[src/hdl/tce_pkg.sv]
// Shared types, constants and helper functions of the tilt estimator.
package tce_pkg;

  localparam int CORDIC_STAGES_DEF = 16;
  localparam int COUNT_WIDTH_DEF   = 32;

  localparam int MUL_W     = 34;
  localparam int PROD_W    = 2 * MUL_W;
  localparam int DIV_NUM_W = 44;
  localparam int DIV_DEN_W = 10;

  localparam logic signed [32:0] ANGLE_PI = 33'sd843314857;

  localparam logic [31:0] GYRO_SCALE_RST      = 32'd571914;
  localparam logic [31:0] SAMPLE_PERIOD_RST   = 32'd17179869;
  localparam logic [15:0] FUSE_WEIGHT_RST     = 16'd64225;
  localparam logic [9:0]  CALIB_SAMPLES_RST   = 10'd600;
  localparam logic [7:0]  VELOCITY_WINDOW_RST = 8'd25;

  typedef enum logic [2:0] {
    REG_GYRO_SCALE      = 3'd0,
    REG_SAMPLE_PERIOD   = 3'd1,
    REG_FUSE_WEIGHT     = 3'd2,
    REG_CALIB_SAMPLES   = 3'd3,
    REG_VELOCITY_WINDOW = 3'd4
  } cfg_reg_e;

  typedef enum logic [3:0] {
    ST_IDLE,
    ST_CORDIC,
    ST_CAL_MUL,
    ST_CAL_DIV,
    ST_CAL_WAIT1,
    ST_CAL_WAIT2,
    ST_CORR,
    ST_STEP,
    ST_FUSE,
    ST_FINISH
  } seq_state_e;

  // round(atan(2^-i) * 2^28)
  function automatic logic [31:0] atan_lut(input logic [4:0] idx);
    logic [31:0] v;
    case (idx)
      5'd0:  v = 32'd210828714;
      5'd1:  v = 32'd124459457;
      5'd2:  v = 32'd65760959;
      5'd3:  v = 32'd33381290;
      5'd4:  v = 32'd16755422;
      5'd5:  v = 32'd8385879;
      5'd6:  v = 32'd4193963;
      5'd7:  v = 32'd2097109;
      5'd8:  v = 32'd1048571;
      5'd9:  v = 32'd524287;
      5'd10: v = 32'd262144;
      5'd11: v = 32'd131072;
      5'd12: v = 32'd65536;
      5'd13: v = 32'd32768;
      5'd14: v = 32'd16384;
      5'd15: v = 32'd8192;
      5'd16: v = 32'd4096;
      5'd17: v = 32'd2048;
      5'd18: v = 32'd1024;
      5'd19: v = 32'd512;
      5'd20: v = 32'd256;
      5'd21: v = 32'd128;
      5'd22: v = 32'd64;
      5'd23: v = 32'd32;
      5'd24: v = 32'd16;
      5'd25: v = 32'd8;
      5'd26: v = 32'd4;
      5'd27: v = 32'd2;
      5'd28: v = 32'd1;
      default: v = 32'd0;
    endcase
    return v;
  endfunction

  function automatic logic signed [31:0] sat32(input logic signed [PROD_W-1:0] v);
    logic signed [31:0] r;
    if (v > 68'sd2147483647) begin
      r = 32'sh7fffffff;
    end else if (v < -68'sd2147483648) begin
      r = 32'sh80000000;
    end else begin
      r = v[31:0];
    end
    return r;
  endfunction

endpackage

[src/hdl/tce_mul.sv]
// Shared signed multiplier with registered product; product holds until the next issue.
module tce_mul
  import tce_pkg::*;
(
  input  logic                     clk_i,
  input  logic                     en_i,
  input  logic signed [MUL_W-1:0]  a_i,
  input  logic signed [MUL_W-1:0]  b_i,
  output logic signed [PROD_W-1:0] p_o
);

  logic signed [PROD_W-1:0] p_q;

  always_ff @(posedge clk_i) begin
    if (en_i) begin
      p_q <= PROD_W'(a_i) * PROD_W'(b_i);
    end
  end

  assign p_o = p_q;

endmodule

[config.mk]
export PLATFORM = sky130hd
export DESIGN_NAME = tce_mul
export DESIGN_NICKNAME = d
export VERILOG_FILES = /design/src/hdl/tce_pkg.sv /design/src/hdl/tce_mul.sv
export SDC_FILE = /design/constraint.sdc
export NUM_CORES = 2
export LEC_CHECK = 0
export BUFFER_PORTS_ARGS = -buffer_cell sky130_fd_sc_hd__buf_2
export CAP_MARGIN = 40
export CORE_ASPECT_RATIO = 0.8
export CORE_MARGIN = 2
export CORE_UTILIZATION = 55
export DETAILED_ROUTE_END_ITERATION = 16
export PLACE_DENSITY_LB_ADDON = 0.2
export SKIP_LAST_GASP = 1
export SYNTH_ARGS = -nofsm -noshare
export SYNTH_HDL_FRONTEND = slang
export SYNTH_SLANG_ARGS = --single-unit
[constraint.sdc]
create_clock -name clk_i -period 11.3 [get_ports clk_i]
set_input_delay 2.26 -clock clk_i [delete_from_list [all_inputs] [get_ports clk_i]]
set_output_delay 2.26 -clock clk_i [all_outputs]
set_load 0.03 [all_outputs]
# Word-level counts from Yosys, hierarchy flattened
# Cells that the tools add are included.
[classes] n_mul=1
[ops] operator="$mul A34 B34 Y68" count=1
[word_totals] register_bits=68 out_inout_bits=68 word_cells=2

# Longest topological paths before layout
[logic_depth] depth_word=1 depth_mapped=31 mapped_depth_nobuf=29

# Worst setup path after synthesis
# No wires, ideal clock.
[synth_path] kind="input -> register" start="input a_i[33]" end="register p_q[65] (netlist: p_o[65]) (data pin)" arrival_ns=9.622 required_ns=11.037 path_slack_ns=1.415 path_stages=24 n_path_buf=2 path_cell_list="clkbuf_1 > nand2_1 > inv_1 > fa_1 > fa_1 > fa_1 > fa_1 > inv_1 > fa_1 > fa_1 > fa_1 > fa_1 > inv_1 > ha_1 > clkdlybuf4s50_2 > nand3_1 > or2_2 > nor2_1 > a221oi_1 > o21ai_0 > a31oi_2 > nor2_2 > o41ai_2 > xnor2_1"
[synth_via] elab_chain_len=1
[synth_rtl] element="from (decl)" line_no="tce_mul.sv:7" source="input logic signed [MUL_W-1:0] a_i,"
[synth_rtl] element="$mul A34 B34 Y68" line_no="tce_mul.sv:16" source="p_q <= PROD_W'(a_i) * PROD_W'(b_i);"
[synth_rtl] element="to (signal assigned)" line_no="tce_mul.sv:16"
[synth_rtl] element="to (decl)" line_no="tce_mul.sv:12" source="logic signed [PROD_W-1:0] p_q;"
# No other way between the ends.
# A chain may end at the register's enable or synchronous reset.

# Worst setup path in the final report
[layout_path] start="input b_i[7]" end="register p_q[66] (netlist: p_o[66]) (data pin)"
[layout_via] elab_chain_len=1
[layout_rtl] element="from (decl)" line_no="tce_mul.sv:8" source="input logic signed [MUL_W-1:0] b_i,"
[layout_rtl] element="$mul A34 B34 Y68" line_no="tce_mul.sv:16"
# No other way between the ends.

==> results.toml <==
[synth]
async_flop_share = 0
synth-seq-cells = 68
yosys.area.top_type = "fa_1"
synth_edf_count = 68
syn_inst = 4554
synth_area_leaders = "fa_1 57%, inv_1 11%, and2_1 8.9%, ha_1 5.8%, edfxtp_1 4.7%"
netlist_area_sq_um = 43700
ys_seq_area_frac = 0.0467
synth_nets = 6069
syn_area_per_cell_sq_um = 9.60
synth_ff_type = "edfxtp_1"
synth_cell_types = 69
yosys_warnings = 0
yosysMostFrequentCell = "fa_1"
netlist.area_leader.share = 0.568
ys_top_cells_by_count = "1241 x fa_1, 1231 x inv_1, 621 x and2_1"

[worst_setup_path]
critPathRequiredTime_ns = 11.47
arrival_ns = 10.34
worst_path_largest_cell_delay_ns = 0.96
path_common_cell = "fa_1"
worstPathMaxFanout = 25
worstSetupEndpointType = "flop"
cp_slowest_cell = "fa_1"
setup.worst_path.class = "in -> reg"
crit_chain = "buf_2 -> nand2_1 -> inv_1 -> fa_1 -> inv_1 -> fa_1 -> inv_1 -> fa_1 -> fa_1 -> fa_1 -> fa_1 -> fa_1 -> inv_1 -> fa_1 -> inv_1 -> ha_1 -> and2_1 -> nand2_1 -> o41ai_1 -> a31oi_4 -> o31ai_4 -> a221oi_2 -> xnor2_1"
worst_setup_path_start_kind = "input port"

[clock_tree]
holdBufCountCts = 0
clock_sinks = 68
clkTransAtPathRegs_ns = 0.08
cts_tree = "built"
cts_setup_buffers = 0
cts_resized = 0
htree_num_levels = 3
cts_root_buffer = "clkbuf_16"
cts_buffer_depth = 2
numCtsBuffers = 9

[detailed_routing]
viasPerCell = 5.39
drc = 0
wire_per_inst_microns = 22.6
routed_wl_mm = 126
ant_nets = 0
drtIter0Drc = 2657
first_pass_iters = 7
vias = 30049

[floorplan]
die_area_sq_um = 81800
dieWidth_microns = 319
die_h_microns = 256
core_sq_um = 78700
placement_rows = 92
initial_core_util = 0.555
ios = 138

[final_layout]
drive_gt1_frac = 0.0538
fin_area_sq_um = 45800
instances_no_fill = 5572
largest_register_ffs = 68
area_growth_syn_to_layout_pct = 4.78
fin_nets = 6048
final_util = 0.582

[timing]
setup_tns_ns = 0
hold_viol = 0
max_slew_margin = 0.327
fmax_mhz = 98.3
maxSlewViolCount = 0
setup_violations = 0
min_period_ns = 10.17
rsz0062_at_grt = "no"
tightest_slew_ns = 1.01
post-route-period-util = 0.900

[global_route]
grt_max_degree = 57
grt_pass1_vias = 33058
antenna_found_initial = 15
grt_overflow = 0
track_usage = 0.329
grt_pass1_wl_mm = 199

[place]
dp_hpwl_mm = 99.9
dp_cells = 5555
gp_congestion = 0.927
place_area_sq_um = 45400
io_buffers = 137

[run]
maxCapViolations = 0

[status]
status = "finished, final reports clean"

[min_path]
min_path_type = "in -> reg"
worst paths after layout:
kind  cells past startpoint  startpoint           endpoint  slack (ns)
max                      23      b_i[7]  p_o[66]$_DFFE_PP_        1.13
min                       1        en_i  p_o[54]$_DFFE_PP_        2.19
cells by family (layout without fill, tap and decap cells):
logic type,count (synthesis),count (layout),synth area share
buffers and inverters,1460,1443,0.126
other,0,1,0
xor gates and xnor gates,79,79,0.0158
DFF,68,68,0.0467
and+or+nand+nor,1296,1296,0.151
adders and majority gates,1445,1445,0.627
AOI/OAI and AO/OA,206,206,0.0329
critical path: cells and delay by family:
family | cells | cell delay, ns
AO/OA/AOI/OAI | 4 | 1.13
AND/OR/NAND/NOR | 3 | 0.68
XOR/XNOR | 1 | 0.13
adder cells (fa/ha/maj) | 9 | 4.83
buffers and inverters | 6 | 1.29
layout by cell type (no fill, tap or decap), types with 20 or more instances in the layout:
cell      count
fa_1       1241
inv_1      1231
and2_1      621
nand2_1     542
ha_1        204
buf_2       136
edfxtp_1     68
a21oi_1      61
xnor2_1      56
nor2_1       54
buf_4        47
a21o_1       37
o21ai_0      30
xor2_1       23
nand2b_1     20
final cells by class:
class                   instances  area (sq um)
well taps                    1034          1290
fillers                      7059         32900
flip-flops and latches         68          2040
diodes                          1          2.50
repair buffers                196          1320
clock buffers                   9           225
clock inverters                 6           138
multi-input cells            3026         36100
inverters                    1232          4620
stage by stage:
stage / hold slack (ns) / setup WS [ns]
final: 2.19 / 1.13
after global routing: 2.20 / 0.767
after CTS: 2.17 / 1.20
after detailed placement: 2.61 / 0.794
after global placement: 2.62 / 0.758
after floorplan: 2.37 / 1.41
metal layers:
metal | wire length, microns | global-route usage
met5 | 115 | 0
met4 | 2330 | 0.0608
met3 | 19900 | 0.165
met2 | 50400 | 0.442
met1 | 53200 | 0.480
Power is left out: the tool's default activity adds up to more than one toggle a clock period on the data nets, which glitch-free logic cannot reach.
