[src/hdl/tce_pkg.sv]
// Shared types, constants and helper functions of the tilt estimator.
package tce_pkg;

  localparam int CORDIC_STAGES_DEF = 16;
  localparam int COUNT_WIDTH_DEF   = 32;

  localparam int MUL_W     = 34;
  localparam int PROD_W    = 2 * MUL_W;
  localparam int DIV_NUM_W = 44;
  localparam int DIV_DEN_W = 10;

  localparam logic signed [32:0] ANGLE_PI = 33'sd843314857;

  localparam logic [31:0] GYRO_SCALE_RST      = 32'd571914;
  localparam logic [31:0] SAMPLE_PERIOD_RST   = 32'd17179869;
  localparam logic [15:0] FUSE_WEIGHT_RST     = 16'd64225;
  localparam logic [9:0]  CALIB_SAMPLES_RST   = 10'd600;
  localparam logic [7:0]  VELOCITY_WINDOW_RST = 8'd25;

  typedef enum logic [2:0] {
    REG_GYRO_SCALE      = 3'd0,
    REG_SAMPLE_PERIOD   = 3'd1,
    REG_FUSE_WEIGHT     = 3'd2,
    REG_CALIB_SAMPLES   = 3'd3,
    REG_VELOCITY_WINDOW = 3'd4
  } cfg_reg_e;

  typedef enum logic [3:0] {
    ST_IDLE,
    ST_CORDIC,
    ST_CAL_MUL,
    ST_CAL_DIV,
    ST_CAL_WAIT1,
    ST_CAL_WAIT2,
    ST_CORR,
    ST_STEP,
    ST_FUSE,
    ST_FINISH
  } seq_state_e;

  // round(atan(2^-i) * 2^28)
  function automatic logic [31:0] atan_lut(input logic [4:0] idx);
    logic [31:0] v;
    case (idx)
      5'd0:  v = 32'd210828714;
      5'd1:  v = 32'd124459457;
      5'd2:  v = 32'd65760959;
      5'd3:  v = 32'd33381290;
      5'd4:  v = 32'd16755422;
      5'd5:  v = 32'd8385879;
      5'd6:  v = 32'd4193963;
      5'd7:  v = 32'd2097109;
      5'd8:  v = 32'd1048571;
      5'd9:  v = 32'd524287;
      5'd10: v = 32'd262144;
      5'd11: v = 32'd131072;
      5'd12: v = 32'd65536;
      5'd13: v = 32'd32768;
      5'd14: v = 32'd16384;
      5'd15: v = 32'd8192;
      5'd16: v = 32'd4096;
      5'd17: v = 32'd2048;
      5'd18: v = 32'd1024;
      5'd19: v = 32'd512;
      5'd20: v = 32'd256;
      5'd21: v = 32'd128;
      5'd22: v = 32'd64;
      5'd23: v = 32'd32;
      5'd24: v = 32'd16;
      5'd25: v = 32'd8;
      5'd26: v = 32'd4;
      5'd27: v = 32'd2;
      5'd28: v = 32'd1;
      default: v = 32'd0;
    endcase
    return v;
  endfunction

  function automatic logic signed [31:0] sat32(input logic signed [PROD_W-1:0] v);
    logic signed [31:0] r;
    if (v > 68'sd2147483647) begin
      r = 32'sh7fffffff;
    end else if (v < -68'sd2147483648) begin
      r = 32'sh80000000;
    end else begin
      r = v[31:0];
    end
    return r;
  endfunction

endpackage

[src/hdl/tce_cordic.sv]
// Iterative vectoring CORDIC: one micro-rotation per cycle, gives atan2(y, x) in Q4.28.
module tce_cordic
  import tce_pkg::*;
#(
  parameter int STAGES = CORDIC_STAGES_DEF
) (
  input  logic               clk_i,
  input  logic               rst_ni,
  input  logic               start_i,
  input  logic signed [16:0] y_i,
  input  logic signed [16:0] x_i,
  output logic               done_o,
  output logic signed [32:0] angle_o
);

  localparam int IW = $clog2(STAGES);

  logic signed [35:0] x_q, y_q, x_d, y_d;
  logic signed [32:0] z_q, z_d;
  logic [IW-1:0]      idx_q, idx_d;
  logic               busy_q, busy_d, done_q, done_d, zero_q, zero_d;
  logic signed [35:0] xs, ys, x_sh, y_sh;
  logic signed [32:0] atan_v;

  always_comb begin
    xs     = 36'(x_i) <<< 16;
    ys     = 36'(y_i) <<< 16;
    x_sh   = x_q >>> idx_q;
    y_sh   = y_q >>> idx_q;
    atan_v = $signed({1'b0, atan_lut(5'(idx_q))});
    x_d    = x_q;
    y_d    = y_q;
    z_d    = z_q;
    idx_d  = idx_q;
    busy_d = busy_q;
    done_d = 1'b0;
    zero_d = zero_q;
    if (start_i) begin
      zero_d = (x_i == 17'sd0) && (y_i == 17'sd0);
      idx_d  = '0;
      busy_d = 1'b1;
      // mirror the left half-plane into the right
      if (xs < 36'sd0) begin
        z_d = (ys >= 36'sd0) ? ANGLE_PI : -ANGLE_PI;
        x_d = -xs;
        y_d = -ys;
      end else begin
        z_d = '0;
        x_d = xs;
        y_d = ys;
      end
    end else if (busy_q) begin
      if (y_q > 36'sd0) begin
        x_d = x_q + y_sh;
        y_d = y_q - x_sh;
        z_d = z_q + atan_v;
      end else begin
        x_d = x_q - y_sh;
        y_d = y_q + x_sh;
        z_d = z_q - atan_v;
      end
      idx_d = idx_q + 1'b1;
      if (idx_q == IW'(STAGES - 1)) begin
        busy_d = 1'b0;
        done_d = 1'b1;
      end
    end
  end

  always_ff @(posedge clk_i or negedge rst_ni) begin
    if (!rst_ni) begin
      busy_q <= 1'b0;
      done_q <= 1'b0;
      idx_q  <= '0;
    end else begin
      busy_q <= busy_d;
      done_q <= done_d;
      idx_q  <= idx_d;
    end
  end

  always_ff @(posedge clk_i) begin
    x_q    <= x_d;
    y_q    <= y_d;
    z_q    <= z_d;
    zero_q <= zero_d;
  end

  assign done_o  = done_q;
  assign angle_o = zero_q ? 33'sd0 : z_q;

endmodule

[config.mk]
export PLATFORM = sky130hd
export DESIGN_NAME = tce_cordic
export DESIGN_NICKNAME = d
export VERILOG_FILES = /design/src/hdl/tce_pkg.sv /design/src/hdl/tce_cordic.sv
export SDC_FILE = /design/constraint.sdc
export NUM_CORES = 1
export LEC_CHECK = 0
export BUFFER_PORTS_ARGS = -buffer_cell sky130_fd_sc_hd__buf_2
export CAP_MARGIN = 20
export CORE_UTILIZATION = 50
export DETAILED_ROUTE_END_ITERATION = 8
export GPL_ROUTABILITY_DRIVEN = 0
export PLACE_DENSITY = 0.65
export RECOVER_POWER = 50
export REMOVE_ABC_BUFFERS = 1
export SKIP_CTS_REPAIR_TIMING = 1
export SLEW_MARGIN = 20
export SYNTH_ARGS = -nofsm -noshare
export SYNTH_HDL_FRONTEND = slang
export SYNTH_SLANG_ARGS = --single-unit
export TNS_END_PERCENT = 10
[constraint.sdc]
create_clock -name clk_i -period 7.6 [get_ports clk_i]
set_clock_uncertainty 0.1 [all_clocks]
set_input_delay 1.9 -clock clk_i [delete_from_list [all_inputs] [get_ports clk_i]]
set_output_delay 1.9 -clock clk_i [all_outputs]
set_load 0.02 [all_outputs]
## Word level (Yosys, flattened, before mapping)

Memories as Yosys holds them, arrays and structs flattened.
Cells that the tools add are included.

| word-level totals | value |
|---|---|
| flip-flop bits (word level) | 112 |
| output and inout bits | 34 |
| memories | 1 |
| input port bits | 37 |
| memory bits (read-only) | 448 |

| cells by class | value |
|---|---|
| reductions and logical operators | 4 |
| magnitude comparators | 3 |
| add/subtract/negate cells | 9 |
| shift operators | 2 |
| muxes and demuxes | 22 |
| eq/ne operators | 1 |

Memory list:

| name | depth | width | read ports | clocked after Yosys merged registers in | write ports | line | text |
|---|---|---|---|---|---|---|---|
| (no name shown) | 16 | 28 | 1 | 0 | 0 | tce_pkg.sv:44 | `case (idx)` |

Operators with widths:

| operator | number |
|---|---|
| $mux 36 | 8 |
| $mux 33 | 6 |
| $add 36x36->36 | 2 |
| $neg 33->36 | 2 |
| $sshr 36x4->36 | 2 |
| $sub 36x36->36 | 2 |
| $gt 36x1->1 const B | 1 |
| $logic_not 17->1 | 2 |
| $add 33x33->33 | 1 |
| $ge 33x1->1 const B | 1 |
| $lt 33x1->1 const B | 1 |
| $sub 33x33->33 | 1 |
| $mux 4 | 2 |
| $mux 1 | 6 |
| $add 4x1->4 const B | 1 |
| $eq 4x4->1 const B | 1 |
| $reduce_bool 2->1 | 1 |
| $logic_and 1x1->1 | 1 |

## Longest topological paths before layout

| logic depth | value |
|---|---|
| word-level depth | 5 |
| mapped depth | 28 |

## Worst setup path after synthesis

OpenSTA, ideal clock, no wires.

| path | value |
|---|---|
| path type | reg2reg |
| from | register idx_q[0] |
| to | register z_q[32], data pin |
| library setup time | 0.135 ns |
| arrival | 6.167 ns |
| stages on the path, launching flop included | 27 |
| path slack | 1.197 ns |
| period minus slack after synthesis | 6.403 ns |
| buffers on the path | 7 |
| cells stage by stage | dfrtp_1 -> clkbuf_1 -> inv_1 -> buf_2 -> buf_2 -> buf_2 -> buf_2 -> buf_1 -> ha_1 -> clkbuf_1 -> o22ai_1 -> nor3_1 -> o21a_1 -> nand2_1 -> or4_4 -> o41ai_4 -> xor2_1 -> ha_1 -> a21o_1 -> a21o_1 -> a21oi_1 -> inv_1 -> a211oi_1 -> o21bai_1 -> a21o_1 -> or4_1 -> nand3_1 |

| between the ends | value |
|---|---|
| word-level cells in the longest chain between the ends | 5 |
| elaborated cells on any way between the ends | 6 |

RTL lines:

| element | line | text |
|---|---|---|
| start, declared | tce_cordic.sv:20 | `logic [IW-1:0] idx_q, idx_d;` |
| start signal, assigned | tce_cordic.sv:78 | `idx_q <= idx_d;` |
| $mem_v2 16x28 (*) | n/a |  |
| $sub 33x33->33 / $add 33x33->33 (equally long branches) | tce_cordic.sv:60, tce_cordic.sv:56 |  |
| $mux 33 (*) | tce_cordic.sv:53 | `if (y_q > 36'sd0) begin` |
| $mux 33 (*) | tce_cordic.sv:52 | `end else if (busy_q) begin` |
| $mux 33 (*) | tce_cordic.sv:38 | `if (start_i) begin` |
| via z_d[32] | tce_cordic.sv:19 | `logic signed [32:0] z_q, z_d;` |
| end signal, assigned | tce_cordic.sv:85 | `z_q <= z_d;` |
| end, declared | tce_cordic.sv:19 |  |

The timed path passes the listed nets; every way through them passes the cells marked *. The select of a mux whose other input is x is not followed.
A chain may end at the register's enable or synchronous reset.

## Worst setup path after layout

| path | value |
|---|---|
| from | register idx_q[0] |
| to | register x_q[35], data pin |

| between the ends | value |
|---|---|
| word-level cells in the longest chain between the ends | 5 |
| elaborated cells on any way between the ends | 6 |

RTL lines:

| element | line | text |
|---|---|---|
| $sshr 36x4->36 (*) | tce_cordic.sv:29 | `y_sh = y_q >>> idx_q;` |
| $sub 36x36->36 / $add 36x36->36 (equally long branches) | tce_cordic.sv:58, tce_cordic.sv:54 |  |
| $mux 36 (*) | tce_cordic.sv:53 |  |
| $mux 36 (*) | tce_cordic.sv:52 |  |
| $mux 36 (*) | tce_cordic.sv:38 |  |
| via x_d[35] | tce_cordic.sv:18 | `logic signed [35:0] x_q, y_q, x_d, y_d;` |
| end signal, assigned | tce_cordic.sv:83 | `x_q <= x_d;` |
| end, declared | tce_cordic.sv:18 |  |

Marks and branches as above.

==> results_dict.tcl <==
set metrics [dict create \
    num_vias 16164 \
    worstSetupEndpointType "flip-flop" \
    met2_length_microns 22900 \
    worst_setup_path_start_kind "flip-flop" \
    drive_gt1_frac 0.113 \
    via_per_inst 6.55 \
    initial_utilization 0.508 \
    num_io_pins 71 \
    synth_flop_cell "edfxtp_1" \
    rsz0062_at_grt "false" \
    globalRoute.totalOverflow 0 \
    ys_ff_latch 112 \
    drt_iter0_drc 1665 \
    clock-sinks 112 \
    numCtsBuffers 9 \
    grt_max_degree 73 \
    drc_errors 0 \
    antenna_cells 0 \
    top_layer_used "met4" \
    avgSynthCellArea_sq_um 8.49 \
    layout_min_cycle_time_ns 7.01 \
    synth-edff-count 106 \
    final_cell_mix "nand2_1 (189), a21oi_1 (167), nor2_1 (165)" \
    violations "max-capacitance violations, max-slew violations" \
    drv_slew 177 \
    grt_pass1_wl_microns 81500 \
    yosys.area.top_type "edfxtp_1" \
    ff2ff_setup_slack_ns 0.59 \
    synth_top_area_frac 0.186 \
    hpwl_microns 39100 \
    tightest_slew_ns 4.98 \
    wl_per_cell_microns 21.0 \
    crit_required_ns 7.65 \
    timing.final.hold_violations 0 \
    wl_met3_microns 3660 \
    setup_viol_count_final 0 \
    hold_depth 2 \
    die_y_microns 187 \
    path_clk_slew_ns 0.08 \
    min_path_type "reg2reg" \
    postRouteAntennaNets 0 \
    htree_levels 3 \
    cts_max_path_buffers 2 \
    reg2reg_depth 17 \
    grt_pass1_vias 14827 \
    ys_seq_area_frac 0.195 \
    relSlewSlack -2.32 \
    post-route-period-util 0.922 \
    mostFrequentLayoutCell "nand2_1" \
    synth.area.top_cells "edfxtp_1 (19%), mux4_2 (11%), ha_1 (8.5%)" \
    clkLatencyLatePin_ns 0.41 \
    timing.fmax_ghz 0.143 \
    status "finished, violations left" \
    num_rows 67 \
    io_buffers 70 \
    crit_type "reg2reg" \
    area_delta_synth_final_pct 5.11 \
    crit_fanout 39 \
    dieArea_sq_um 34900 \
    antenna_found_initial 0 \
    first_pass_iters 6 \
    synthCells 2014 \
    grt_usage 0.293 \
    wirelength_microns 51700 \
    async_flop_share 0.0536 \
    final_net_count 2171 \
    synth_warnings 0 \
    syn-cell-area_sq_um 17100 \
    fin_util 0.534 \
    tritoncts "done" \
    drv_cap 3 \
    crit_arrival_ns 7.06 \
    design.core.area_sq_um 33600 \
    synth.distinct_cells 88 \
    met1_length_microns 23700 \
    cts-root-buf "clkbuf_16" \
    die_w_microns 187 \
]
-- through the flow --
step | worst slack (ns) | TNS (ns) | instance area [sq um] | hold WS, ns | std cells
floorplan | -1.51 | -44.48 | 16600 | 0.478 | 1905
detailed placement | 0.809 | 0 | 17700 | 0.566 | 2451
finish | 0.590 | 0 | 18000 | 0.577 | 2468
global placement | 0.880 | 0 | 17700 | 0.551 | 2451
global route | 0.128 | 0 | 18000 | 0.621 | 2468
CTS | 0.768 | 0 | 18000 | 0.573 | 2467
-- kinds of logic (layout without fill, tap and decap cells) --
family,count (synthesis),after routing,share of synthesized area
AND/OR/NAND/NOR,664,664,0.192
XOR/XNOR,186,186,0.0961
AO/OA/AOI/OAI,602,602,0.225
multiplexers,171,171,0.162
flip-flops,112,112,0.195
buffers and inverters,160,166,0.0425
adder cells (fa/ha/maj),119,119,0.0884
-- area by class of cell --
cell class                 instances  area [sq um]
fill                            3179         15700
clock inverter                     6          55.1
timing repair buffer              99           512
sequential                       112          3350
clock buffer                      10           250
tap                              448           561
multi-input combinational       1742         13000
inverter                          51           191
-- per-layer routing --
layer | track usage | vias up
li1 | - | 7618
met1 | 0.417 | 7844
met2 | 0.453 | 615
met3 | 0.0484 | 87
met4 | 0.0921 | 0
met5 | 0 | -
-- worst max-delay path, cell delays in order, from the launching register on --
cell	delay (ns)
dfrtp_4	0.77
clkinv_1	0.79
buf_4	0.46
mux2_2	0.30
mux4_2	0.52
nor3_1	0.33
and3b_1	0.22
and3_1	0.38
nor2_1	0.12
mux2i_1	0.15
o21ai_0	0.09
ha_1	0.41
nand3_1	0.15
or3_1	0.40
o311ai_0	0.87
a31oi_1	0.24
o221ai_1	0.19
a21bo_1	0.25
-- registers in the layout, indices dropped and copies added, names as in the netlist --
name and cells:
x_q 36, y_q 36, zero_q 1, busy_q 1
done_o 1, z_q 33, idx_q 4
-- final timing paths --
path                                      start                   end
setup / recovery           idx_q[0]$_DFFE_PN0P_     x_q[35]$_DFFE_PP_
hold / removal                 busy_q$_DFF_PN0_      busy_q$_DFF_PN0_
setup reg to reg           idx_q[0]$_DFFE_PN0P_     x_q[35]$_DFFE_PP_
hold reg to reg                busy_q$_DFF_PN0_      busy_q$_DFF_PN0_
max in group asynchronous                rst_ni  idx_q[1]$_DFFE_PN0P_
min in group asynchronous                rst_ni  idx_q[3]$_DFFE_PN0P_
-- cell usage after synthesis (47+ instances only) --
library cell	count
ha_1	116
edfxtp_1	106
nor2b_1	56
o21ai_0	149
nand2_1	189
mux2i_1	52
inv_1	47
mux4_2	80
xnor2_1	108
nor3_1	49
a21oi_1	167
nor2_1	166
clkbuf_1	55
xor2_1	77
Power is not shown: default switching activity piles up to over one toggle a cycle in this logic, so the estimate is an artifact.
