**config.mk**
```make
export PLATFORM = sky130hd
export DESIGN_NAME = tce_div
export DESIGN_NICKNAME = d
export VERILOG_FILES = /design/src/hdl/tce_pkg.sv /design/src/hdl/tce_div.sv
export SDC_FILE = /design/constraint.sdc
export NUM_CORES = 1
export LEC_CHECK = 0
export ABC_AREA = 0
export BUFFER_PORTS_ARGS = -buffer_cell sky130_fd_sc_hd__buf_2
export CAP_MARGIN = 20
export CORE_AREA = 2 2 129 131
export CTS_CLUSTER_SIZE = 28
export DETAILED_ROUTE_END_ITERATION = 7
export DIE_AREA = 0 0 131 133
export GPL_ROUTABILITY_DRIVEN = 0
export HOLD_SLACK_MARGIN = 0.03
export PLACE_DENSITY = 0.75
export SYNTH_ARGS = -nofsm -noshare
export SYNTH_HDL_FRONTEND = slang
export SYNTH_SLANG_ARGS = --single-unit
export TNS_END_PERCENT = 50
```
**constraint.sdc**
```tcl
create_clock -name clk_i -period 3.2 [get_ports clk_i]
set_input_delay 0.16 -clock clk_i [delete_from_list [all_inputs] [get_ports clk_i]]
set_output_delay 0.16 -clock clk_i [all_outputs]
set_load 0.02 [all_outputs]
```
**src/hdl/tce_pkg.sv**
```systemverilog
// Shared types, constants and helper functions of the tilt estimator.
package tce_pkg;

  localparam int CORDIC_STAGES_DEF = 16;
  localparam int COUNT_WIDTH_DEF   = 32;

  localparam int MUL_W     = 34;
  localparam int PROD_W    = 2 * MUL_W;
  localparam int DIV_NUM_W = 44;
  localparam int DIV_DEN_W = 10;

  localparam logic signed [32:0] ANGLE_PI = 33'sd843314857;

  localparam logic [31:0] GYRO_SCALE_RST      = 32'd571914;
  localparam logic [31:0] SAMPLE_PERIOD_RST   = 32'd17179869;
  localparam logic [15:0] FUSE_WEIGHT_RST     = 16'd64225;
  localparam logic [9:0]  CALIB_SAMPLES_RST   = 10'd600;
  localparam logic [7:0]  VELOCITY_WINDOW_RST = 8'd25;

  typedef enum logic [2:0] {
    REG_GYRO_SCALE      = 3'd0,
    REG_SAMPLE_PERIOD   = 3'd1,
    REG_FUSE_WEIGHT     = 3'd2,
    REG_CALIB_SAMPLES   = 3'd3,
    REG_VELOCITY_WINDOW = 3'd4
  } cfg_reg_e;

  typedef enum logic [3:0] {
    ST_IDLE,
    ST_CORDIC,
    ST_CAL_MUL,
    ST_CAL_DIV,
    ST_CAL_WAIT1,
    ST_CAL_WAIT2,
    ST_CORR,
    ST_STEP,
    ST_FUSE,
    ST_FINISH
  } seq_state_e;

  // round(atan(2^-i) * 2^28)
  function automatic logic [31:0] atan_lut(input logic [4:0] idx);
    logic [31:0] v;
    case (idx)
      5'd0:  v = 32'd210828714;
      5'd1:  v = 32'd124459457;
      5'd2:  v = 32'd65760959;
      5'd3:  v = 32'd33381290;
      5'd4:  v = 32'd16755422;
      5'd5:  v = 32'd8385879;
      5'd6:  v = 32'd4193963;
      5'd7:  v = 32'd2097109;
      5'd8:  v = 32'd1048571;
      5'd9:  v = 32'd524287;
      5'd10: v = 32'd262144;
      5'd11: v = 32'd131072;
      5'd12: v = 32'd65536;
      5'd13: v = 32'd32768;
      5'd14: v = 32'd16384;
      5'd15: v = 32'd8192;
      5'd16: v = 32'd4096;
      5'd17: v = 32'd2048;
      5'd18: v = 32'd1024;
      5'd19: v = 32'd512;
      5'd20: v = 32'd256;
      5'd21: v = 32'd128;
      5'd22: v = 32'd64;
      5'd23: v = 32'd32;
      5'd24: v = 32'd16;
      5'd25: v = 32'd8;
      5'd26: v = 32'd4;
      5'd27: v = 32'd2;
      5'd28: v = 32'd1;
      default: v = 32'd0;
    endcase
    return v;
  endfunction

  function automatic logic signed [31:0] sat32(input logic signed [PROD_W-1:0] v);
    logic signed [31:0] r;
    if (v > 68'sd2147483647) begin
      r = 32'sh7fffffff;
    end else if (v < -68'sd2147483648) begin
      r = 32'sh80000000;
    end else begin
      r = v[31:0];
    end
    return r;
  endfunction

endpackage

```
**src/hdl/tce_div.sv**
```systemverilog
// Restoring divider, one quotient bit per cycle, rounding to nearest with ties away from zero.
module tce_div
  import tce_pkg::*;
(
  input  logic                        clk_i,
  input  logic                        rst_ni,
  input  logic                        start_i,
  input  logic signed [DIV_NUM_W-1:0] num_i,
  input  logic [DIV_DEN_W-1:0]        den_i,
  output logic                        done_o,
  output logic signed [DIV_NUM_W-1:0] quot_o
);

  localparam int CW = $clog2(DIV_NUM_W);

  logic [DIV_NUM_W-1:0]        acc_q, acc_d, mag;
  logic signed [DIV_NUM_W-1:0] num_q, num_d;
  logic [DIV_DEN_W-1:0]        den_q, den_d, rem_q, rem_d;
  logic [DIV_DEN_W:0]          rem_sh;
  logic [CW-1:0]               cnt_q, cnt_d;
  logic                        busy_q, busy_d, done_q, done_d, neg_q, neg_d;

  always_comb begin
    mag    = (num_i < 0) ? DIV_NUM_W'(-num_i) : DIV_NUM_W'(num_i);
    rem_sh = {rem_q, acc_q[DIV_NUM_W-1]};
    acc_d  = acc_q;
    rem_d  = rem_q;
    num_d  = num_q;
    den_d  = den_q;
    neg_d  = neg_q;
    cnt_d  = cnt_q;
    busy_d = busy_q;
    done_d = 1'b0;
    if (start_i) begin
      acc_d  = mag + DIV_NUM_W'(den_i >> 1);
      rem_d  = '0;
      num_d  = num_i;
      den_d  = den_i;
      neg_d  = (num_i < 0);
      cnt_d  = '0;
      busy_d = 1'b1;
    end else if (busy_q) begin
      if (rem_sh >= {1'b0, den_q}) begin
        rem_d = DIV_DEN_W'(rem_sh - {1'b0, den_q});
        acc_d = {acc_q[DIV_NUM_W-2:0], 1'b1};
      end else begin
        rem_d = rem_sh[DIV_DEN_W-1:0];
        acc_d = {acc_q[DIV_NUM_W-2:0], 1'b0};
      end
      cnt_d = cnt_q + 1'b1;
      if (cnt_q == CW'(DIV_NUM_W - 1)) begin
        busy_d = 1'b0;
        done_d = 1'b1;
      end
    end
  end

  always_ff @(posedge clk_i or negedge rst_ni) begin
    if (!rst_ni) begin
      busy_q <= 1'b0;
      done_q <= 1'b0;
      cnt_q  <= '0;
    end else begin
      busy_q <= busy_d;
      done_q <= done_d;
      cnt_q  <= cnt_d;
    end
  end

  always_ff @(posedge clk_i) begin
    acc_q <= acc_d;
    rem_q <= rem_d;
    num_q <= num_d;
    den_q <= den_d;
    neg_q <= neg_d;
  end

  // a zero divisor passes the numerator through
  assign done_o = done_q;
  assign quot_o = (den_q == '0) ? num_q :
                  neg_q ? -$signed(acc_q) : $signed(acc_q);

endmodule

```
---- Yosys cells after proc, flatten, opt, wreduce, memory -nomap -nowiden ----
Index checks and enable logic that the tools add are counted.
operators by class
  reductions and logical operators ........ 2
  muxes and demuxes ....................... 15
  eq/ne operators ......................... 1
  magnitude comparators ................... 2
  $add $sub $neg .......................... 5
operators by type and width
  kind                                                                   count
  44-bit two-way mux                                                     5
  44-bit negator                                                         2
  44-bit by 9-bit adder with 44-bit output                               1
  44-bit by 1-bit < comparator with 1-bit output, second input constant  1
  6-bit two-way mux                                                      2
  11-bit by 10-bit >= comparator with 1-bit output                       1
  10-bit logical NOT                                                     1
  10-bit two-way mux                                                     1
  10-bit subtractor                                                      1
  1-bit two-way mux                                                      7
  6-bit by 1-bit adder with 6-bit output, second input constant          1
  6-bit == test, second input constant                                   1
  2-bit nonzero test                                                     1
word-level totals
  output and inout bits ................... 45
  flip-flop bits (word level) ............. 117
  word-level logic and storage cells ...... 33

---- Depth between registers and ports, before layout ----
  word-level depth ........................ 4
  gate-level depth with buffers ........... 18

---- Worst setup path before layout ----
No wires, ideal clock.
  path kind ............................... input port to flip-flop
  start ................................... in num_i[43]
  end ..................................... reg acc_q[17], data pin
  path slack .............................. -840 ps
  data arrival time ....................... 3,779 ps
  cell stages on the path ................. 16
  data required time ...................... 2,939 ps
  cells stage by stage .................... buf_2 -> clkbuf_1 -> clkbuf_1 -> clkbuf_1 -> clkbuf_1 -> o31ai_1 -> xnor2_1 -> ha_1 -> nand2_1 -> o21ai_0 -> o21ai_0 -> a2111o_1 -> or3b_2 -> o21ai_0 -> a21oi_1 -> a311o_1
on the way
  longest elaborated chain between the ends .. 4
ends and longest elaborated chain
  element                                         line           RTL
  from (decl)                                     tce_div.sv:8   input logic signed [DIV_NUM_W-1:0] num_i,
  44-bit by 1-bit < comparator with 1-bit output  tce_div.sv:24  mag = (num_i < 0) ? DIV_NUM_W'(-num_i) : DIV_NUM_W'(num_i);
  44-bit two-way mux                              tce_div.sv:24
  44-bit by 9-bit adder with 44-bit output        tce_div.sv:35  acc_d = mag + DIV_NUM_W'(den_i >> 1);
  44-bit two-way mux                              tce_div.sv:34  if (start_i) begin
  named net acc_d[17]                             tce_div.sv:16  logic [DIV_NUM_W-1:0] acc_q, acc_d, mag;
  to (signal assigned)                            tce_div.sv:71  acc_q <= acc_d;
  to (decl)                                       tce_div.sv:16
The timed path passes the listed nets, and every way through them passes these cells.
A chain may end at the register's enable or synchronous reset.

---- Worst setup path in the final report ----
  start ................................... reg acc_q[31]
  end ..................................... out quot_o[42]
on the way
  longest elaborated chain between the ends .. 3
ends and longest elaborated chain
  element             line           RTL
  44-bit negator      tce_div.sv:81  neg_q ? -$signed(acc_q) : $signed(acc_q);
  44-bit two-way mux  tce_div.sv:81
  44-bit two-way mux  tce_div.sv:80  assign quot_o = (den_q == '0) ? num_q :
  to (decl)           tce_div.sv:11  output logic signed [DIV_NUM_W-1:0] quot_o
Every way passes these cells.

==> results.md <==
- Most frequent cells in the layout: buf_4 (163), edfxtp_1 (98), nor2_1 (94)
- Slew of the pin with the lowest slew margin: about 1.1 ns
- Crit path time final: 3.579 ns
- Yosys Warn Count: 0
- Number of port buffers: 101
- RSZ-0062 raised after global routing: yes
- Initial antenna violation count: 1
- Post-synthesis cell type count: 77
- Crit path capture: quot_o[42]
- Final WS setup: -0.3795 ns
- Placed Area: between 10000 and 15000 sq um
- Met3 global-route usage: 0.06429
- CTS H-Tree Depth: 4
- Total number of placement rows: 47
- Highest net fanout along the worst path: 3
- Overall track demand over capacity in global routing: 0.3067
- Internal cell power: about 0.0042 W
- Vias in the first global route: between 8000 and 9000
- Mapped cell area: 8636 sq um
- Number of register bits inferred by synthesis: roughly 120
- Violations in the final reports: setup timing
- Clock network fraction of design power: 0.326
- DRC violations left: 0
- Type of the worst setup path: flip-flop to primary output
- Adder-Cell Fraction of Synth Area: 0.03651
- Setup slack of the worst register-to-register path: 0.30 ns
- Average routed wire per standard cell: ~19 um
- Proportion of total power due to net switching: 0.3251
- Hold/Removal Path Class: primary input to flip-flop
- Fmax: about 0.28 GHz
- Count of flip-flops with a built-in enable after synthesis: a little under 100
- Count of cells along the worst register-to-register path: 11
- Worst path arrival time: ~3.4 ns
- Placeable core region: roughly 16000 sq um
- Fill cell total of the finished layout: approximately 1100
- Post-detail-place hpwl: about 18000 um
- Initial DRT Pass Iterations: 6
- Nets@finish: 1261
- Switching power total: about 0.002 W
- Sequential cell area: around 3300 sq um
- Number of top-level pins: 102
- Hold Violations, Final: 0
- Post-synthesis share of cell area spent on and, or, nand and nor gates: 0.2095
- Global Route met1 Usage: 0.3948
- Share of post-route cells with drive strength above 1: 0.3230
- Crit. End Element: primary output
- Number of clock sinks seen by CTS: between 100 and 150
- Post-synthesis compound-gate area fraction: 0.1662
- Iter 0 DRT Violations: between 800 and 900
- P&R area growth vs syn: 34.79%
- ANT nets after route: 0
- Final setup viols: 18
- Power Density: ~540 nW/um^2
- Startpoint class of the critical path: flip-flop
- VDD IR-drop max: around 0.00043 V
- Gate count after technology mapping: about 920
- FF-to-FF Start: den_q[1]$_DFFE_PP_
- Number of max-cap violations: 0
- Parity-gate share of the synthesized area counting xor and xnor cells: 0.1146
- Crit. Startpoint: acc_q[31]$_DFFE_PP_
- Multiplexer share of the synthesized area: 0.04680
- Finished Cell Area: between 10000 and 15000 sq um
- Sum of negative setup slack: -3.273 ns
- Sequential power share: 0.336
- Most utilized layer in the global route result: met2
- CTS tree: built
- R2R Path End: rem_q[3]$_SDFFE_PP0P_
- ANT cells: 0
- Most frequently used flop master after synthesis: edfxtp_1
- Worst slew margin relative to its limit: 0.2455
- Number of CTS-inserted buffers: 17
- Leakage: 4.654 nW
- M2 GR Usage: 0.4971
- Initial core utilization: 0.5340
- Period Utilization, post-route: 1.119
- Vias after detailed routing: roughly 8500
- Clock slew at the register clock pins of the worst setup and hold paths: roughly 0.06 ns
- Syn avg cell area: about 9.3 sq um
- Final count of pins violating max slew: 0
- Root buffer cell: clkbuf_16
- Status: finished with violations
- Die Footprint: around 17000 sq um
- Share of total power in combinational logic: 0.338
- Largest net degree at the start of global routing: around 80
- Total length of routed wires: 26530 um
- Area occupied by multi-input gates: between 5000 and 6000 sq um
- Final worst clock skew: ~0.0077 ns
- Detailed-route vias per instance: approximately 6.0
- Post-synth net total: between 1000 and 1500
- Die extent in y: between 100 and 150 um
- Clk Latency, worst-skew pair: around 0.43 ns
- Sequential area share after synthesis: 0.3871
- Share of flip-flops with an asynchronous set or reset after synthesis: 0.06897
- Placement Setup Slack: -0.3636 ns
- First-pass GRT wire length: ~41000 um
- Most common cell after layout, fill and taps aside: buf_4
- Horizontal extent of the die: about 130 um
- Maximum clock insertion buffer count: 2
- Combinational family with the most area after synthesis: simple AND/OR/NAND/NOR gates
- Gr ovfl total: 0
- Data required time at the worst endpoint: 3.04 ns
==> Yosys cell counts, drive strengths merged, types with 3 or more instances <==
| library cell | number | area [sq um] |
|---|---|---|
| a211oi | 11 | 82.58 |
| a21o | 3 | 22.52 |
| a21oi | 61 | 305.3 |
| a311oi | 5 | 43.79 |
| a31oi | 7 | 43.79 |
| a41oi | 3 | 26.28 |
| buf | 14 | 68.81 |
| clkbuf | 39 | 146.4 |
| dfrtp | 8 | 200.2 |
| dfxtp | 10 | 200.2 |
| edfxtp | 98 | 2943 |
| ha | 22 | 275.3 |
| inv | 33 | 123.9 |
| mux2 | 27 | 304.0 |
| mux2i | 10 | 100.1 |
| nand2 | 57 | 214.0 |
| nand2b | 7 | 43.79 |
| nand3 | 22 | 110.1 |
| nand3b | 4 | 30.03 |
| nand4 | 17 | 106.4 |
| nand4b | 6 | 52.55 |
| nor2 | 96 | 360.4 |
| nor2b | 9 | 56.30 |
| nor3 | 22 | 137.6 |
| nor3b | 4 | 35.03 |
| nor4 | 26 | 205.2 |
| o211ai | 3 | 22.52 |
| o21a | 6 | 45.04 |
| o21ai | 33 | 165.2 |
| o21bai | 4 | 30.03 |
| o22ai | 7 | 43.79 |
| o31a | 4 | 35.03 |
| o31ai | 30 | 225.2 |
| o41ai | 15 | 131.4 |
| or2 | 14 | 87.59 |
| or3 | 18 | 112.6 |
| or4 | 19 | 150.1 |
| xnor2 | 47 | 411.6 |
| xor2 | 66 | 578.1 |
==> registers in the layout, summed over array words and instances (netlist names) <==
| name | flops |
|---|---|
| cnt_q | 6 |
| num_q | 44 |
| den_q | 10 |
| rem_q | 10 |
| busy_q | 1 |
| acc_q | 44 |
| done_o | 1 |
==> worst max-delay path, cell delays in order (launching register included) <==
cell and delay, ns:
edfxtp_1 0.41, or3_4 0.40, or3_4 0.34, or4_4 0.43, or3_4 0.35, or3_4 0.40
o21ai_2 0.14, xor2_1 0.23, a21oi_1 0.09, buf_4 0.18
==> stage by stage <==
stage,utilization,hold slack [ns],std cells,power (W)
floorplan,-,-0.1356,924,0.003389
global placement,0.6487,0.007039,1348,0.004071
detailed placement,0.6487,0.01016,1348,0.004115
CTS,0.7079,0.03996,1407,0.006211
global route,0.7198,0.05327,1412,0.006562
finish,0.7198,0.04699,1412,0.006289
==> kinds of logic after synthesis <==
kind of cell	Yosys count
XOR/XNOR	113
AO/OA/AOI/OAI	215
multiplexers	37
buffers and inverters	86
adder cells (fa/ha/maj)	24
AND/OR/NAND/NOR	333
flip-flops	116
==> cell type report <==
cell class | instances | area share
Clock buffer | 19 | 0.03719
Clock inverter | 12 | 0.01602
Inverter | 33 | 0.01193
Multi-Input combinational cell | 722 | 0.4474
Sequential cell | 116 | 0.2872
Tap cell | 220 | 0.02365
Timing Repair Buffer | 290 | 0.1766
==> power groups by stage <==
| stage | Clock [W] | Sequential [W] | Combinational [W] |
|---|---|---|---|
| 2_1_floorplan | 0 | 0.00207 | 0.00132 |
| 3_5_place_dp | 0 | 0.00211 | 0.00200 |
| 5_1_grt | 0.00212 | 0.00214 | 0.00230 |
| 4_1_cts | 0.00205 | 0.00209 | 0.00207 |
| 6_report | 0.00205 | 0.00211 | 0.00213 |
| 3_3_place_gp | 0 | 0.00211 | 0.00196 |
==> how the worst min path moves through the flow <==
| stage | from | to | slack, ns | cells after the start |
|---|---|---|---|---|
| after floorplan | rst_ni | busy_q$_DFF_PN0_ | -0.14 | 0 |
| after global placement | rst_ni | cnt_q[5]$_DFFE_PN0P_ | 0.007 | 1 |
| after detailed placement | rst_ni | done_o$_DFF_PN0_ | 0.01 | 1 |
| after CTS | num_i[27] | num_q[27]$_DFFE_PP_ | 0.04 | 2 |
| after global routing | num_i[27] | num_q[27]$_DFFE_PP_ | 0.05 | 2 |
| final | num_i[27] | num_q[27]$_DFFE_PP_ | 0.05 | 2 |
==> per-layer routing <==
metal	share of wire	vias up	routed length [um]
li1	-	3995	-
met4	0.034	0	913
met5	0	-	0
met3	0.072	84	1912
met1	0.41	4003	10880
met2	0.48	429	12820
==> what timing repair did <==
item                       4_1_cts  5_1_grt
hold buffers                    26        1
buffers inserted                 2        3
cloned                           0        1
setup endpoints to repair       22       45
hold endpoints to repair        33        1
pin swaps                        9       26
gates resized for setup         15       41
No activity file was read; power rests on OpenSTA's default activity.
